==> config.mk <==
export PLATFORM = sky130hd
export DESIGN_NAME = i2c_register_master_flat
export DESIGN_NICKNAME = d
export VERILOG_FILES = /design/src/design/i2crm_pkg.sv /design/src/design/i2crm_in_if.sv /design/src/design/i2crm_out_if.sv /design/src/design/i2crm_core.sv /design/src/design/i2crm_out_reg.sv /design/src/design/i2c_register_master.sv /design/src/flat_wrapper.sv
export SDC_FILE = /design/constraint.sdc
export NUM_CORES = 1
export LEC_CHECK = 0
export ABC_AREA = 1
export BUFFER_PORTS_ARGS = -buffer_cell sky130_fd_sc_hd__buf_2
export CORE_UTILIZATION = 30
export DETAILED_ROUTE_END_ITERATION = 12
export PLACE_DENSITY = 0.48
export SLEW_MARGIN = 0
export SYNTH_ARGS = -nofsm -noshare
export SYNTH_HDL_FRONTEND = slang
export SYNTH_HIERARCHICAL = 1
export SYNTH_SLANG_ARGS = --single-unit
export TNS_END_PERCENT = 50
==> constraint.sdc <==
create_clock -name clk_i -period 2.3 [get_ports clk_i]
set_input_delay 0.69 -clock clk_i [delete_from_list [all_inputs] [get_ports clk_i]]
set_output_delay 0.69 -clock clk_i [all_outputs]
set_load 0.03 [all_outputs]
==> src/design/i2crm_pkg.sv <==
// Package for the I2C register master: bus phase encoding, function codes,
// request and result beat types. No dependencies.
`timescale 1ns / 1ps

package i2crm_pkg;

  typedef enum logic [4:0] {
    PH_IDLE        = 5'd0,
    PH_START_REL   = 5'd1,
    PH_START_SDA   = 5'd2,
    PH_START_SCL   = 5'd3,
    PH_WBIT_SET    = 5'd4,
    PH_WBIT_HIGH   = 5'd5,
    PH_WBIT_LOW    = 5'd6,
    PH_WACK_REL    = 5'd7,
    PH_WACK_SAMPLE = 5'd8,
    PH_WACK_LOW    = 5'd9,
    PH_RBIT_REL    = 5'd10,
    PH_RBIT_SAMPLE = 5'd11,
    PH_RBIT_LOW    = 5'd12,
    PH_RACK_PREP   = 5'd13,
    PH_RACK_SET    = 5'd14,
    PH_RACK_HIGH   = 5'd15,
    PH_RACK_LOW    = 5'd16,
    PH_RACK_DONE   = 5'd17,
    PH_STOP_SDA    = 5'd18,
    PH_STOP_SCL    = 5'd19,
    PH_STOP_REL    = 5'd20
  } phase_e;

  localparam logic [1:0]  FN_READ_BYTE  = 2'd0;
  localparam logic [1:0]  FN_READ_WORD  = 2'd1;
  localparam logic [1:0]  FN_WRITE_BYTE = 2'd2;
  localparam logic [1:0]  FN_UNUSED     = 2'd3;

  localparam logic [3:0]  BYTE_BITS     = 4'd8;
  localparam logic        RW_READ       = 1'b1;
  localparam logic [15:0] HPT_RESET     = 16'd300;

  typedef struct packed {
    logic       go;
    logic [1:0] func;
    logic [6:0] device_addr;
    logic [7:0] reg_addr;
    logic [7:0] write_data;
    logic       scl_in;
    logic       sda_in;
  } req_t;

  typedef struct packed {
    logic        scl_low;
    logic        sda_low;
    logic        busy_res;
    logic        done_res;
    logic [15:0] read_data;
    logic        nak_seen;
  } result_t;

endpackage

==> src/design/i2crm_in_if.sv <==
// Input channel of the I2C register master: valid/ready plus one tick's
// request fields and sampled bus levels. No dependencies.
`timescale 1ns / 1ps

interface i2crm_in_if;
  logic       valid;
  logic       ready;
  logic       go;
  logic [1:0] func;
  logic [6:0] device_addr;
  logic [7:0] reg_addr;
  logic [7:0] write_data;
  logic       scl_in;
  logic       sda_in;

  modport source (
    output valid, go, func, device_addr, reg_addr, write_data, scl_in, sda_in,
    input  ready
  );
  modport sink (
    input  valid, go, func, device_addr, reg_addr, write_data, scl_in, sda_in,
    output ready
  );
endinterface

==> src/design/i2crm_out_if.sv <==
// Output channel of the I2C register master: valid/ready plus line drives
// and transaction status. No dependencies.
`timescale 1ns / 1ps

interface i2crm_out_if;
  logic        valid;
  logic        ready;
  logic        scl_low;
  logic        sda_low;
  logic        busy_res;
  logic        done_res;
  logic [15:0] read_data;
  logic        nak_seen;

  modport source (
    output valid, scl_low, sda_low, busy_res, done_res, read_data, nak_seen,
    input  ready
  );
  modport sink (
    input  valid, scl_low, sda_low, busy_res, done_res, read_data, nak_seen,
    output ready
  );
endinterface

==> src/design/i2crm_core.sv <==
// Transaction sequencer of the I2C register master: phase register, delay
// counter, shift register and held request. Depends on i2crm_pkg.
`timescale 1ns / 1ps

module i2crm_core import i2crm_pkg::*; (
  input  logic        clk_i,
  input  logic        rst_ni,
  input  logic        cfg_we_i,
  input  logic [15:0] cfg_wdata_i,
  input  logic        step_i,
  input  req_t        req_i,
  output result_t     res_o
);

  phase_e      phase_q, phase_d, enter_ph;
  logic        enter;
  logic [15:0] hpt_q, hpt_load;
  logic [15:0] delay_q, delay_d;
  logic [3:0]  bit_q, bit_d;
  logic [7:0]  shift_q, shift_d;
  logic [1:0]  byte_idx_q, byte_idx_d;
  logic [15:0] result_q, result_d;
  logic [1:0]  func_q, func_d;
  logic [6:0]  dev_q, dev_d;
  logic [7:0]  reg_q, reg_d;
  logic [7:0]  data_q, data_d;
  logic        nak_q, nak_d;
  logic        scl_q, scl_d;
  logic        sda_q, sda_d;
  logic        restart_q, restart_d;
  logic        done;

  // successor for phases that simply move on
  function automatic phase_e next_phase(input phase_e p);
    phase_e n;
    case (p)
      PH_START_REL:  n = PH_START_SDA;
      PH_START_SDA:  n = PH_START_SCL;
      PH_WBIT_SET:   n = PH_WBIT_HIGH;
      PH_WBIT_HIGH:  n = PH_WBIT_LOW;
      PH_WACK_REL:   n = PH_WACK_SAMPLE;
      PH_RBIT_REL:   n = PH_RBIT_SAMPLE;
      PH_RACK_PREP:  n = PH_RACK_SET;
      PH_RACK_SET:   n = PH_RACK_HIGH;
      PH_RACK_HIGH:  n = PH_RACK_LOW;
      PH_RACK_LOW:   n = PH_RACK_DONE;
      PH_STOP_SDA:   n = PH_STOP_SCL;
      PH_STOP_SCL:   n = PH_STOP_REL;
      default:       n = PH_IDLE;
    endcase
    return n;
  endfunction

  assign hpt_load = (hpt_q == 16'd0) ? 16'd1 : hpt_q;

  always_comb begin
    phase_d    = phase_q;
    delay_d    = delay_q;
    bit_d      = bit_q;
    shift_d    = shift_q;
    byte_idx_d = byte_idx_q;
    result_d   = result_q;
    func_d     = func_q;
    dev_d      = dev_q;
    reg_d      = reg_q;
    data_d     = data_q;
    nak_d      = nak_q;
    scl_d      = scl_q;
    sda_d      = sda_q;
    restart_d  = restart_q;
    enter      = 1'b0;
    enter_ph   = PH_IDLE;
    done       = 1'b0;

    case (phase_q)
      PH_IDLE: begin
        if (req_i.go && req_i.func != FN_UNUSED) begin
          func_d     = req_i.func;
          dev_d      = req_i.device_addr;
          reg_d      = req_i.reg_addr;
          data_d     = req_i.write_data;
          nak_d      = 1'b0;
          result_d   = '0;
          restart_d  = 1'b0;
          byte_idx_d = '0;
          enter      = 1'b1;
          enter_ph   = PH_START_REL;
        end
      end
      // SCL released: wait for the line to read high (clock stretching)
      PH_WBIT_SET, PH_WACK_REL, PH_RBIT_REL, PH_RACK_SET: begin
        if (req_i.scl_in) begin
          enter    = 1'b1;
          enter_ph = next_phase(phase_q);
        end
      end
      PH_START_REL, PH_START_SDA, PH_START_SCL, PH_WBIT_HIGH, PH_WBIT_LOW,
      PH_WACK_SAMPLE, PH_WACK_LOW, PH_RBIT_SAMPLE, PH_RBIT_LOW, PH_RACK_PREP,
      PH_RACK_HIGH, PH_RACK_LOW, PH_RACK_DONE, PH_STOP_SDA, PH_STOP_SCL,
      PH_STOP_REL: begin
        if (delay_q > 16'd1) begin
          delay_d = delay_q - 16'd1;
        end else begin
          delay_d = '0;
          enter   = 1'b1;
          case (phase_q)
            PH_START_SCL: begin
              byte_idx_d = '0;
              shift_d    = {dev_q, restart_q ? RW_READ : 1'b0};
              bit_d      = '0;
              enter_ph   = PH_WBIT_SET;
            end
            PH_WBIT_LOW: begin
              bit_d = bit_q + 4'd1;
              if (bit_d < BYTE_BITS) begin
                shift_d  = {shift_q[6:0], 1'b0};
                enter_ph = PH_WBIT_SET;
              end else begin
                enter_ph = PH_WACK_REL;
              end
            end
            PH_WACK_SAMPLE: begin
              if (req_i.sda_in) nak_d = 1'b1;
              enter_ph = PH_WACK_LOW;
            end
            PH_WACK_LOW: begin
              byte_idx_d = byte_idx_q + 2'd1;
              if (restart_q) begin
                byte_idx_d = '0;
                shift_d    = '0;
                bit_d      = '0;
                enter_ph   = PH_RBIT_REL;
              end else if (byte_idx_d == 2'd1) begin
                shift_d  = reg_q;
                bit_d    = '0;
                enter_ph = PH_WBIT_SET;
              end else if (byte_idx_d == 2'd2) begin
                if (func_q == FN_WRITE_BYTE) begin
                  shift_d  = data_q;
                  bit_d    = '0;
                  enter_ph = PH_WBIT_SET;
                end else begin
                  restart_d = 1'b1;
                  enter_ph  = PH_START_REL;
                end
              end else begin
                enter_ph = PH_STOP_SDA;
              end
            end
            PH_RBIT_SAMPLE: begin
              shift_d  = {shift_q[6:0], req_i.sda_in};
              enter_ph = PH_RBIT_LOW;
            end
            PH_RBIT_LOW: begin
              bit_d    = bit_q + 4'd1;
              enter_ph = (bit_d < BYTE_BITS) ? PH_RBIT_REL : PH_RACK_PREP;
            end
            PH_RACK_DONE: begin
              result_d   = {result_q[7:0], shift_q};
              byte_idx_d = byte_idx_q + 2'd1;
              if (func_q == FN_READ_WORD && byte_idx_d == 2'd1) begin
                shift_d  = '0;
                bit_d    = '0;
                enter_ph = PH_RBIT_REL;
              end else begin
                enter_ph = PH_STOP_SDA;
              end
            end
            PH_STOP_REL: begin
              enter   = 1'b0;
              phase_d = PH_IDLE;
              scl_d   = 1'b0;
              sda_d   = 1'b0;
              done    = 1'b1;
            end
            default: enter_ph = next_phase(phase_q);
          endcase
        end
      end
      default: begin
        phase_d = PH_IDLE;
        delay_d = '0;
        scl_d   = 1'b0;
        sda_d   = 1'b0;
      end
    endcase

    // phase entry: load the half period and set the line drives
    if (enter) begin
      phase_d = enter_ph;
      delay_d = hpt_load;
      case (enter_ph)
        PH_START_REL: begin
          scl_d = 1'b0;
          sda_d = 1'b0;
        end
        PH_START_SDA, PH_STOP_SDA: sda_d = 1'b1;
        PH_START_SCL, PH_WBIT_LOW, PH_WACK_LOW, PH_RBIT_LOW, PH_RACK_LOW: scl_d = 1'b1;
        PH_WBIT_SET: begin
          sda_d = ~shift_d[7];
          scl_d = 1'b0;
        end
        PH_WACK_REL, PH_RBIT_REL: begin
          sda_d = 1'b0;
          scl_d = 1'b0;
        end
        // ACK every read byte but the last
        PH_RACK_SET: begin
          sda_d = (func_d == FN_READ_WORD) && (byte_idx_d == 2'd0);
          scl_d = 1'b0;
        end
        PH_STOP_SCL: scl_d = 1'b0;
        PH_STOP_REL: sda_d = 1'b0;
        default: ;
      endcase
    end
  end

  always_comb begin
    res_o.scl_low   = scl_d;
    res_o.sda_low   = sda_d;
    res_o.busy_res  = (phase_d != PH_IDLE);
    res_o.done_res  = done;
    res_o.read_data = result_d;
    res_o.nak_seen  = nak_d;
  end

  always_ff @(posedge clk_i or negedge rst_ni) begin
    if (!rst_ni) begin
      hpt_q <= HPT_RESET;
    end else if (cfg_we_i) begin
      hpt_q <= cfg_wdata_i;
    end
  end

  always_ff @(posedge clk_i or negedge rst_ni) begin
    if (!rst_ni) begin
      phase_q    <= PH_IDLE;
      delay_q    <= '0;
      bit_q      <= '0;
      shift_q    <= '0;
      byte_idx_q <= '0;
      result_q   <= '0;
      func_q     <= '0;
      dev_q      <= '0;
      reg_q      <= '0;
      data_q     <= '0;
      nak_q      <= 1'b0;
      scl_q      <= 1'b0;
      sda_q      <= 1'b0;
      restart_q  <= 1'b0;
    end else if (step_i) begin
      phase_q    <= phase_d;
      delay_q    <= delay_d;
      bit_q      <= bit_d;
      shift_q    <= shift_d;
      byte_idx_q <= byte_idx_d;
      result_q   <= result_d;
      func_q     <= func_d;
      dev_q      <= dev_d;
      reg_q      <= reg_d;
      data_q     <= data_d;
      nak_q      <= nak_d;
      scl_q      <= scl_d;
      sda_q      <= sda_d;
      restart_q  <= restart_d;
    end
  end

endmodule

==> src/design/i2crm_out_reg.sv <==
// Result register of the I2C register master: holds one result beat and
// gives back-pressure to the input side. Depends on i2crm_pkg.
`timescale 1ns / 1ps

module i2crm_out_reg import i2crm_pkg::*; (
  input  logic    clk_i,
  input  logic    rst_ni,
  input  logic    load_i,
  input  result_t res_i,
  input  logic    ready_i,
  output logic    ready_o,
  output logic    valid_o,
  output result_t res_o
);

  logic    valid_q, valid_d;
  result_t res_q;

  // free slot, or the held beat leaves this cycle
  assign ready_o = !valid_q || ready_i;

  always_comb begin
    valid_d = valid_q;
    if (load_i) begin
      valid_d = 1'b1;
    end else if (ready_i) begin
      valid_d = 1'b0;
    end
  end

  always_ff @(posedge clk_i or negedge rst_ni) begin
    if (!rst_ni) begin
      valid_q <= 1'b0;
    end else begin
      valid_q <= valid_d;
    end
  end

  always_ff @(posedge clk_i) begin
    if (load_i) begin
      res_q <= res_i;
    end
  end

  assign valid_o = valid_q;
  assign res_o   = res_q;

endmodule

==> src/design/i2c_register_master.sv <==
// Top level of the I2C register master: sequencer plus result register.
// Depends on i2crm_pkg, i2crm_in_if, i2crm_out_if, i2crm_core, i2crm_out_reg.
//
//   channel   dir   handshake          beat
//   in_i      in    valid/ready        go, func, addresses, data, scl_in, sda_in
//   out_o     out   valid/ready        scl_low, sda_low, busy, done, read_data, nak
//   cfg       in    cfg_we_i           half_period_ticks (16 bits)
//
// One input beat per clock; its result beat is shown the cycle after.
// The result register lets a new beat in while the held one is taken.
// If the result beat is not taken, the input is held off until it is.
// Reset (async, active low) gives idle phase, released lines, half period 300.
`timescale 1ns / 1ps

module i2c_register_master import i2crm_pkg::*; (
  input  logic        clk_i,
  input  logic        rst_ni,
  input  logic        cfg_we_i,
  input  logic [15:0] cfg_wdata_i,
  i2crm_in_if.sink    in_i,
  i2crm_out_if.source out_o
);

  logic    in_ready;
  logic    step;
  req_t    req;
  result_t res_next;
  result_t res_held;

  assign in_i.ready = in_ready;
  assign step       = in_i.valid && in_ready;

  always_comb begin
    req.go          = in_i.go;
    req.func        = in_i.func;
    req.device_addr = in_i.device_addr;
    req.reg_addr    = in_i.reg_addr;
    req.write_data  = in_i.write_data;
    req.scl_in      = in_i.scl_in;
    req.sda_in      = in_i.sda_in;
  end

  i2crm_core u_core (
    .clk_i       (clk_i),
    .rst_ni      (rst_ni),
    .cfg_we_i    (cfg_we_i),
    .cfg_wdata_i (cfg_wdata_i),
    .step_i      (step),
    .req_i       (req),
    .res_o       (res_next)
  );

  i2crm_out_reg u_out_reg (
    .clk_i   (clk_i),
    .rst_ni  (rst_ni),
    .load_i  (step),
    .res_i   (res_next),
    .ready_i (out_o.ready),
    .ready_o (in_ready),
    .valid_o (out_o.valid),
    .res_o   (res_held)
  );

  assign out_o.scl_low   = res_held.scl_low;
  assign out_o.sda_low   = res_held.sda_low;
  assign out_o.busy_res  = res_held.busy_res;
  assign out_o.done_res  = res_held.done_res;
  assign out_o.read_data = res_held.read_data;
  assign out_o.nak_seen  = res_held.nak_seen;

  a_accept_gives_beat: assert property (
    @(posedge clk_i) disable iff (!rst_ni) step |=> out_o.valid
  ) else $error("accepted beat produced no result beat");

  a_done_not_busy: assert property (
    @(posedge clk_i) disable iff (!rst_ni)
      (out_o.valid && out_o.done_res) |-> !out_o.busy_res
  ) else $error("done pulse while still busy");

  a_done_lines_free: assert property (
    @(posedge clk_i) disable iff (!rst_ni)
      (out_o.valid && out_o.done_res) |-> (!out_o.scl_low && !out_o.sda_low)
  ) else $error("bus lines still driven at transaction end");

endmodule
==> src/flat_wrapper.sv <==
// flat-port wrapper written by rule: the top's interface ports become plain ports
module i2c_register_master_flat import i2crm_pkg::*;
  (clk_i, rst_ni, cfg_we_i, cfg_wdata_i, in_i_valid, in_i_go, in_i_func, in_i_device_addr, in_i_reg_addr, in_i_write_data, in_i_scl_in, in_i_sda_in, in_i_ready, out_o_valid, out_o_scl_low, out_o_sda_low, out_o_busy_res, out_o_done_res, out_o_read_data, out_o_nak_seen, out_o_ready);
  i2crm_in_if in_i_i ();
  i2crm_out_if out_o_i ();
  input  logic clk_i;
  input  logic rst_ni;
  input  logic cfg_we_i;
  input  logic [15:0] cfg_wdata_i;
  input wire logic [$bits(in_i_i.valid)-1:0] in_i_valid;
  input wire logic [$bits(in_i_i.go)-1:0] in_i_go;
  input wire logic [$bits(in_i_i.func)-1:0] in_i_func;
  input wire logic [$bits(in_i_i.device_addr)-1:0] in_i_device_addr;
  input wire logic [$bits(in_i_i.reg_addr)-1:0] in_i_reg_addr;
  input wire logic [$bits(in_i_i.write_data)-1:0] in_i_write_data;
  input wire logic [$bits(in_i_i.scl_in)-1:0] in_i_scl_in;
  input wire logic [$bits(in_i_i.sda_in)-1:0] in_i_sda_in;
  output wire logic [$bits(in_i_i.ready)-1:0] in_i_ready;
  output wire logic [$bits(out_o_i.valid)-1:0] out_o_valid;
  output wire logic [$bits(out_o_i.scl_low)-1:0] out_o_scl_low;
  output wire logic [$bits(out_o_i.sda_low)-1:0] out_o_sda_low;
  output wire logic [$bits(out_o_i.busy_res)-1:0] out_o_busy_res;
  output wire logic [$bits(out_o_i.done_res)-1:0] out_o_done_res;
  output wire logic [$bits(out_o_i.read_data)-1:0] out_o_read_data;
  output wire logic [$bits(out_o_i.nak_seen)-1:0] out_o_nak_seen;
  input wire logic [$bits(out_o_i.ready)-1:0] out_o_ready;
  assign in_i_i.valid = in_i_valid;
  assign in_i_i.go = in_i_go;
  assign in_i_i.func = in_i_func;
  assign in_i_i.device_addr = in_i_device_addr;
  assign in_i_i.reg_addr = in_i_reg_addr;
  assign in_i_i.write_data = in_i_write_data;
  assign in_i_i.scl_in = in_i_scl_in;
  assign in_i_i.sda_in = in_i_sda_in;
  assign in_i_ready = in_i_i.ready;
  assign out_o_valid = out_o_i.valid;
  assign out_o_scl_low = out_o_i.scl_low;
  assign out_o_sda_low = out_o_i.sda_low;
  assign out_o_busy_res = out_o_i.busy_res;
  assign out_o_done_res = out_o_i.done_res;
  assign out_o_read_data = out_o_i.read_data;
  assign out_o_nak_seen = out_o_i.nak_seen;
  assign out_o_i.ready = out_o_ready;
  i2c_register_master u_core (.clk_i(clk_i), .rst_ni(rst_ni), .cfg_we_i(cfg_we_i), .cfg_wdata_i(cfg_wdata_i), .in_i(in_i_i), .out_o(out_o_i));
endmodule
Yosys cells after proc, flatten, opt, wreduce, memory -nomap -nowiden
Memories as Yosys holds them, arrays and structs flattened.
Cells that the tools add are included.
{"block": "word_totals", "reg_bits": 118, "rom_bits": 320, "output_inout_bits": 23, "word_cells": 187, "memories": 2}
{"memory": "(name not given)", "depth": 32, "word_bits": 5, "read_ports": 1, "rd_clocked_by_memory_dff": 0, "write_ports": 0, "line": "i2crm_core.sv:36", "text": "case (p)"}
{"memory": "(name not given)", "depth": 32, "word_bits": 5, "read_ports": 1, "rd_clocked_by_memory_dff": 0, "write_ports": 0, "line": "i2crm_core.sv:36"}
{"block": "op_classes", "add_sub_neg": 3, "order_cmp": 2, "n_eq_ne": 48, "n_mux": 78, "bitwise": 3, "n_reduce_logical": 28}
{"cell": "$mux 16", "count": 6}
{"cell": "$mux 8", "count": 8}
{"cell": "$pmux 16 s2", "count": 2}
{"cell": "$eq 5x4->1 const B", "count": 12}
{"cell": "$eq 5x5->1 const B", "count": 9}
{"cell": "$mux 5", "count": 9}
{"cell": "$pmux 5 s8", "count": 1}
{"cell": "$pmux 8 s5", "count": 1}
{"cell": "$eq 5x3->1 const B", "count": 7}
{"cell": "$mux 1", "count": 26}
{"cell": "$eq 5x2->1 const B", "count": 4}
{"cell": "$mux 4", "count": 5}
{"cell": "$gt 16x1->1 const B", "count": 1}
{"cell": "$logic_not 16->1", "count": 1}
{"cell": "$pmux 4 s4", "count": 1}
{"cell": "$reduce_or 16->1", "count": 1}
{"cell": "$sub 16x1->16 const B", "count": 1}
{"cell": "$pmux 5 s3", "count": 1}
{"cell": "$mux 2", "count": 6}
{"cell": "$ne 2x2->1 const B", "count": 6}
{"cell": "$eq 5x1->1 const B", "count": 2}
{"cell": "$pmux 1 s2", "count": 5}
{"cell": "$pmux 5 s2", "count": 1}
{"cell": "$reduce_bool 5->1", "count": 2}
{"cell": "29 further kinds", "count": 44}

Longest topological paths before layout
Gate-level depths: netlist of run 1.
{"block": "logic_depth", "word_depth": 12, "mapped_depth": 22, "ltp_nobuf": 22}

Cells and area by module
Netlist of run 1, hierarchy kept.
{"mod": "i2crm_core", "n_inst": 1, "cells_per_inst": 826, "area_each_um2": 6164.7, "seq_area_each_um2": 2407.3}
{"mod": "i2crm_out_reg", "n_inst": 1, "cells_per_inst": 26, "area_each_um2": 675.6, "seq_area_each_um2": 655.6}
{"mod": "i2c_register_master", "n_inst": 1, "cells_per_inst": 2, "area_each_um2": 7.5, "seq_area_each_um2": 0.0}

Worst setup path before layout of run 1
OpenSTA, ideal clock, no wires.
{"block": "synth_path", "path_type": "input to register", "startpoint": "in out_o_ready", "endpoint": "reg u_core.u_core.dev_q[3]", "setup_ps": 125, "arrival_time_ps": 2451, "required_ps": 2175, "slack_ps": -276, "stages": 8, "n_path_buf": 2, "path_cell_list": "inv_1 -> nand2_2 -> nand2_1 -> inv_1 -> clkbuf_1 -> nand2_1 -> clkbuf_1 -> mux2_2"}
{"block": "synth_via", "elab_chain_len": 3}
{"item": "from (decl)", "line": "flat_wrapper.sv:26", "text": "input wire logic [$bits(out_o_i.ready)-1:0] out_o_ready;"}
{"item": "$logic_or 1x1->1", "line": "i2crm_out_reg.sv:20", "text": "assign ready_o = !valid_q || ready_i;"}
{"item": "named net in_i_ready", "line": "flat_wrapper.sv:18", "text": "output wire logic [$bits(in_i_i.ready)-1:0] in_i_ready;"}
{"item": "$logic_and 1x1->1", "line": "i2c_register_master.sv:31", "text": "assign step = in_i.valid && in_ready;"}
{"item": "named net u_core.step", "line": "i2c_register_master.sv:25", "text": "logic step;"}
{"item": "$reduce_and 3->1 (no source line)"}
{"item": "to (signal assigned)", "line": "i2crm_core.sv:260", "text": "dev_q <= dev_d;"}
{"item": "to (decl)", "line": "i2crm_core.sv:24", "text": "logic [6:0] dev_q, dev_d;"}
The timed path passes the listed nets, and every way through them passes these cells.
A chain may end at the register's enable or synchronous reset.

==> impl_metrics.csv, run 1 <==
group,metric,value,unit
status,outcome,"complete, but fails checks",
status,violations,"negative setup slack",
final_layout,drive_gt1_share,40.6,%
critical_path,r2r-start,"u_core/u_core/phase_q[1]",
min_path,hold_path.class,"input pin to asynchronous set/reset pin",
timing,finalCritPeriodShare,109,%
global_routing,grt_pass1_wl,32000,um
placement,gp_congestion,0.886,
timing,finClkSkew,0.0106,ns
critical_path,timing.rr.end,"u_core/u_out_reg/res_o[19]",
clock_network,cts_sinks,118,
timing,setup_viol,49,
logic_synthesis,yosys_warnings,6,
timing,rsz0062_at_grt,"yes",
clock_network,cts_tree,"yes",
critical_path,cp-end-kind,"flip-flop",
logic_synthesis,synth.top_cell.area_share,34.0,%
drt,vias_per_cell,4.61,
global_routing,track_usage,17.3,%
power_and_ir_drop,power.density,960,nW/um2
critical_path,crit_fanout,7,
logic_synthesis,syn_nets,913,
clock_network,clkLatencyLatePin,0.41,ns
critical_path,arrival,2.66,ns
die,core_area,22100,um2
die,placement_rows,54,
critical_path,reg2reg_slack,-0.20,ns
critical_path,slowest_stage,"dfrtp_2",
placement,hpwl,14500,um
critical_path,crit_chain,"buf_6, ha_4, inv_2, nor2_2, nand2_1, nand2_2, nor2_4, nand3_4, buf_4, nand4_4, nand2_4, nor2_4, nand3_1, nand2_1, inv_1, nand3_1, nand2_2",
logic_synthesis,synth_flop_cell,"dfrtp_1",
die,die_x,153,um
timing,relSlewSlack,66.2,%
critical_path,max_stage_delay,0.45,ns
logic_synthesis,ys_seq_area_share,44.7,%
placement,io_buffers,71,
final_layout,finalNonFillerCells,1372,
placement,place_ws,-0.263,ns
critical_path,start_kind,"flip-flop",
die,start_util,31.0,%
global_routing,grt_max_degree,46,
placement,place_area,8560,um2
placement,placed_cells,1317,
critical_path,ff2ff_path_depth,17,
final_layout,diodes,0,
final_layout,final_common_cell,"nand2_1",
timing,hold_viol,0,
clock_network,cts_buffers,17,
final_layout,post-route-cell-area,10000,um2
logic_synthesis,netlist_instances,854,
final_layout,syn_to_final_growth,46.3,%
logic_synthesis,async_flop_share,82.2,%
drt,routed-via-count,6322,
critical_path,cp.required,2.46,ns
critical_path,path_class,"flip-flop to flip-flop",
final_layout,fillers,2180,
logic_synthesis,synth_edf_count,21,
drt,drc,0,
timing,drv_slew,0,
drt,drt_iter0_drc,308,
timing,setup_ws,-0.196,ns
clock_network,clk_path_buf_depth,2,
global_routing,grt_remaining_overflow,0,
timing,setup-tns-final,-2.55,ns
clock_network,cts_hold_buffers,0,
logic_synthesis,synth.ff_latch_count,118,
timing,post-route-min-period,2.50,ns
clock_network,cts-htree-levels,4,
final_layout,nets,1138,
drt,firstDrtPassIters,5,
logic_synthesis,synth_largest_area_cell,"dfrtp_1",
logic_synthesis,synth_area,6850,um2
drt,wl_per_cell,14.3,um
run,max-cap-violations,0,
timing,worstMarginPinSlew,0.503,ns
die,die_area,23400,um2
final_layout,final_cell_mix,"nand2_1, buf_4, inv_1, dfrtp_1, nor2_1",
logic_synthesis,synthTopCellsByArea,"dfrtp_1, nand2_1, edfxtp_1, inv_1, o21ai_0",
timing,fmax,0.401,GHz
die,ios,72,
clock_network,clk_transition_reported_paths,0.06,ns
timing,timing.hold.ws,0.226,ns
logic_synthesis,syn_area_per_cell,8.02,um2
logic_synthesis,synthDistinctLibCells,54,
global_routing,antenna_found_initial,0,
drt,drtAntennaViolNets,0,
power_and_ir_drop,p_leak,4.66,nW
drt,wl,19700,um
die,die_h,153,um
global_routing,grt_pass1_vias,6179,
clock_network,cts_root_buf,"clkbuf_16",
power_and_ir_drop,vdd_drop_max,0.505,mV
## worst max-delay path by stage
| stage | from | to | slack, ns | cells after the start |
|---|---|---|---|---|
| finish | u_core/u_core/phase_q[1] | u_core/u_out_reg/res_o[19] | -0.20 | 17 |
| global route | u_core/u_core/phase_q[0] | u_core/u_out_reg/res_o[20] | -0.39 | 17 |
| CTS | u_core/u_core/phase_q[0] | u_core/u_out_reg/res_o[20] | -0.22 | 16 |
| detailed placement | u_core/u_core/phase_q[1] | u_core/u_core/delay_q[14] | -0.26 | 18 |
| global placement | u_core/u_core/phase_q[1] | u_core/u_out_reg/res_o[20] | -0.25 | 19 |
| floorplan | u_core/u_core/phase_q[1] | u_core/u_out_reg/res_o[20] | -0.09 | 19 |
## sequential cells by signal (all words and copies together), names as in the netlist, 2 cells and up
name	count
u_core/u_core/bit_q	4
u_core/u_core/reg_q	8
u_core/u_core/byte_idx_q	2
u_core/u_out_reg/res_o	21
u_core/u_core/hpt_q	16
u_core/u_core/func_q	2
u_core/u_core/phase_q	5
u_core/u_core/delay_q	16
u_core/u_core/shift_q	8
u_core/u_core/dev_q	7
u_core/u_core/result_q	16
u_core/u_core/data_q	8
## per-stage QoR
stage | utilization [%] | power [mW]
after detailed placement | 38.7 | 5.99
after global routing | 45.4 | 10.2
after global placement | 38.7 | 5.98
after floorplan | - | 4.63
after CTS | 42.9 | 9.20
final | 45.4 | 9.62
## kinds of logic after synthesis
group | synth area share (%)
and+or+nand+nor | 26.4
AOI/OAI and AO/OA | 14.2
muxes | 2.63
buffers and inverters | 8.66
DFF | 44.7
xor gates and xnor gates | 1.53
adders and majority gates | 1.83
## cell usage after synthesis (3+ instances only)
cell / instances
nand2_1: 198
inv_1: 100
dfrtp_1: 93
nor2_1: 93
o21ai_0: 71
a21oi_1: 39
nand3_1: 33
edfxtp_1: 21
mux2_2: 16
o22ai_1: 16
nor3_1: 14
nand2_2: 13
clkbuf_1: 12
nor2_4: 11
ha_1: 10
nand4_1: 10
xor2_1: 9
a31oi_1: 7
nor2_2: 7
buf_4: 6
buf_2: 5
buf_6: 5
dfstp_2: 4
inv_2: 4
nand2_4: 4
o211ai_1: 4
o21a_1: 4
a21oi_2: 3
a22oi_1: 3
nand3b_1: 3
xnor2_1: 3
## repair_timing
action                                  4_1_cts  5_1_grt
pin swaps                                    12       42
endpoints found under the setup margin       67       72
setup buffers                                10       11
gates cloned                                  2        1
gates resized for setup                      42      132
## cell type report
cell class / count / area (um2) / share of cell area [%]
clock buffers: 18 / 450 / 4.49
clock inverters: 14 / 196 / 1.96
inverters: 107 / 438 / 4.37
multi-input cells: 599 / 3740 / 37.4
flip-flops and latches: 118 / 3070 / 30.6
well taps: 280 / 350 / 3.50
repair buffers: 234 / 1750 / 17.4
repair inverters: 2 / 27.5 / 0.275
## metal layers
layer | GRT usage (%) | vias to the layer above | part of all wire [%]
met5 | 0 | - | 0
met4 | 4.86 | 0 | 0.90
met3 | 3.35 | 13 | 2.7
met2 | 27.1 | 104 | 47
met1 | 24.1 | 2934 | 50
li1 | - | 3271 | -
## critical path, delay by kind of cell, from the launching register on
| family | cells | cell delay (ns) |
|---|---|---|
| fa+ha+maj | 1 | 0.16 |
| buf+inv | 4 | 0.43 |
| flops | 1 | 0.45 |
| simple gates | 12 | 1.18 |
## power breakdown
part           internal (mW)  total (mW)  switching, mW
clock                   1.89        2.93           1.05
combinational           1.78        3.81           2.03
sequential              2.62        2.88          0.252
total                   6.29        9.62           3.33
(Power assumes the default switching activity.)
==> run 2, diff against run 1 <==
==> constraint.sdc (replaced) <==
create_clock -name clk_i -period 2.3 [get_ports clk_i]
set_input_delay 0.46 -clock clk_i [delete_from_list [all_inputs] [get_ports clk_i]]
set_output_delay 0.46 -clock clk_i [all_outputs]
set_load 0.03 [all_outputs]
==> impl_metrics.csv, run 2 (synthesized netlist as in run 1, its figures left out) <==
group,metric,value,unit
power_and_ir_drop,pwr-share-clk,29.8,%
timing,finClkSkew,0.0114,ns
global_routing,track_usage,17.0,%
final_layout,diodes,0,
drt,drc,0,
clock_network,cts_sinks,118,
clock_network,cts_tree,"yes",
timing,setup_viol,46,
critical_path,path_class,"flip-flop to flip-flop",
critical_path,cp.required,2.47,ns
min_path,hold_path.class,"input pin to flip-flop",
final_layout,fillers,2196,
global_routing,grt_pass1_wl,31600,um
power_and_ir_drop,total_power,8.82,mW
power_and_ir_drop,swShare,34.8,%
global_routing,grt_pass1_vias,6180,
status,violations,"negative setup slack",
global_routing,antenna_found_initial,0,
drt,drtAntennaViolNets,0,
timing,drv_slew,0,
timing,rsz0062_at_grt,"yes",
timing,relSlewSlack,69.3,%
timing,fmax,0.407,GHz
critical_path,arrival,2.62,ns
drt,wl_per_cell,14.0,um
timing,finalCritPeriodShare,107,%
timing,worstMarginPinSlew,0.454,ns
final_layout,syn_to_final_growth,40.2,%
power_and_ir_drop,p_seq_share,32.6,%
global_routing,grt_remaining_overflow,0,
clock_network,cts_buffers,17,
drt,routed-via-count,6295,
final_layout,nets,1125,
die,placement_rows,54,
placement,io_buffers,71,
timing,timing.hold.ws,0.242,ns
clock_network,clk_path_buf_depth,2,
final_layout,final_common_cell,"nand2_1",
critical_path,start_kind,"flip-flop",
die,core_area,22100,um2
timing,hold_viol,0,
drt,vias_per_cell,4.63,
power_and_ir_drop,p_sw,3.07,mW
final_layout,drive_gt1_share,36.9,%
critical_path,crit_fanout,7,
run,max-cap-violations,0,
die,die_x,153,um
die,ios,72,
critical_path,cp-end-kind,"flip-flop",
die,die_area,23400,um2
die,die_h,153,um
power_and_ir_drop,power.density,919,nW/um2
global_routing,grt_max_degree,72,
drt,drt_iter0_drc,269,
drt,firstDrtPassIters,5,
clock_network,cts_root_buf,"clkbuf_16",
clock_network,clk_transition_reported_paths,0.06,ns
min_path,hold_start,"cfg_wdata_i[7]",
final_layout,final_cell_mix,"nand2_1, buf_4, dfrtp_1, inv_1, nor2_1",
final_layout,largest_reg_flops,21,
die,start_util,31.0,%
timing,setup_ws,-0.157,ns
critical_path,r2r-start,"u_core/u_core/phase_q[1]",
timing,post-route-min-period,2.46,ns
clock_network,clkLatencyLatePin,0.42,ns
power_and_ir_drop,p_comb_share,37.6,%
critical_path,startpoint,"u_core/u_core/phase_q[1]",
placement,hpwl,14300,um
status,outcome,"complete, but fails checks",
placement,gp_congestion,0.856,
clock_network,cts-htree-levels,4,
power_and_ir_drop,p_leak,4.50,nW
drt,wl,19100,um
power_and_ir_drop,vdd_drop_max,0.514,mV
power_and_ir_drop,p_int,5.75,mW
-- run 2: path summary, 6_finish.rpt --
path                                                    to  slack, ns  cells after the start
worst max-delay path            u_core/u_out_reg/res_o[19]      -0.16                     16
worst min-delay path                u_core/u_core/hpt_q[7]       0.24                      3
worst max register to register  u_core/u_out_reg/res_o[19]      -0.16                     16
worst min register to register         u_core/u_core/sda_q       0.48                      2
max in group asynchronous           u_core/u_core/hpt_q[8]       1.17                      3
min in group asynchronous           u_core/u_core/reg_q[5]       0.52                      2
-- run 2: per-layer routing --
metal	up-vias	part of all wire (%)	track usage [%]	routed length, um
li1	3232	-	-	-
met1	2919	49	23.5	9290
met2	122	46	27.1	8870
met3	22	3.3	2.81	639
met4	0	1.5	5.39	288
met5	-	0	0	0
-- run 2: area by class of cell --
cell class | count | area, um2 | area share [%]
clock buffers | 17 | 425 | 4.43
inverters | 107 | 435 | 4.53
repair buffers | 222 | 1650 | 17.1
repair inverters | 1 | 6.26 | 0.0651
flip-flops and latches | 118 | 3070 | 31.9
clock inverters | 15 | 156 | 1.63
well taps | 280 | 350 | 3.65
multi-input cells | 599 | 3520 | 36.6
-- run 2: timing repair --
action                                 in CTS  in global routing
resized for setup                          58                 51
hold buffers                                1                  0
cloned                                      1                  1
setup buffers                               7                  4
pin swaps                                  22                 17
endpoints found under the hold margin      27                  0
setup endpoints to repair                  55                 80
-- run 2: per-stage QoR --
stage,setup WS [ns],cells,cell area (um2),util (%),TNS (ns)
after floorplan,-0.0904,854,6880,-,-0.169
after global placement,-0.260,1314,8550,38.7,-4.86
after detailed placement,-0.207,1314,8550,38.7,-3.55
after CTS,-0.154,1355,9400,42.6,-1.61
after global routing,-0.306,1359,9600,43.5,-11.23
final,-0.157,1359,9600,43.5,-2.59
-- run 2: power by group through the flow --
stage	sequential (mW)	combinational, mW	clock (mW)
floorplan	2.95	1.66	0
global placement	2.88	3.04	0
detailed placement	2.89	3.04	0
CTS	2.87	3.22	2.69
global route	2.93	3.69	2.78
finish	2.87	3.32	2.63
-- run 2: critical path, stage by stage (launching register included) --
cell     delay, ns
dfrtp_2       0.46
buf_6         0.14
ha_4          0.16
inv_2         0.06
nor2_2        0.03
nand2_1       0.07
nand2_2       0.07
nor2_4        0.15
nand3_4       0.18
a21oi_2       0.26
inv_1         0.06
a21oi_1       0.20
nor2_2        0.08
nand2_1       0.06
nand2_1       0.04
nor2_1        0.10
nand2_2       0.07
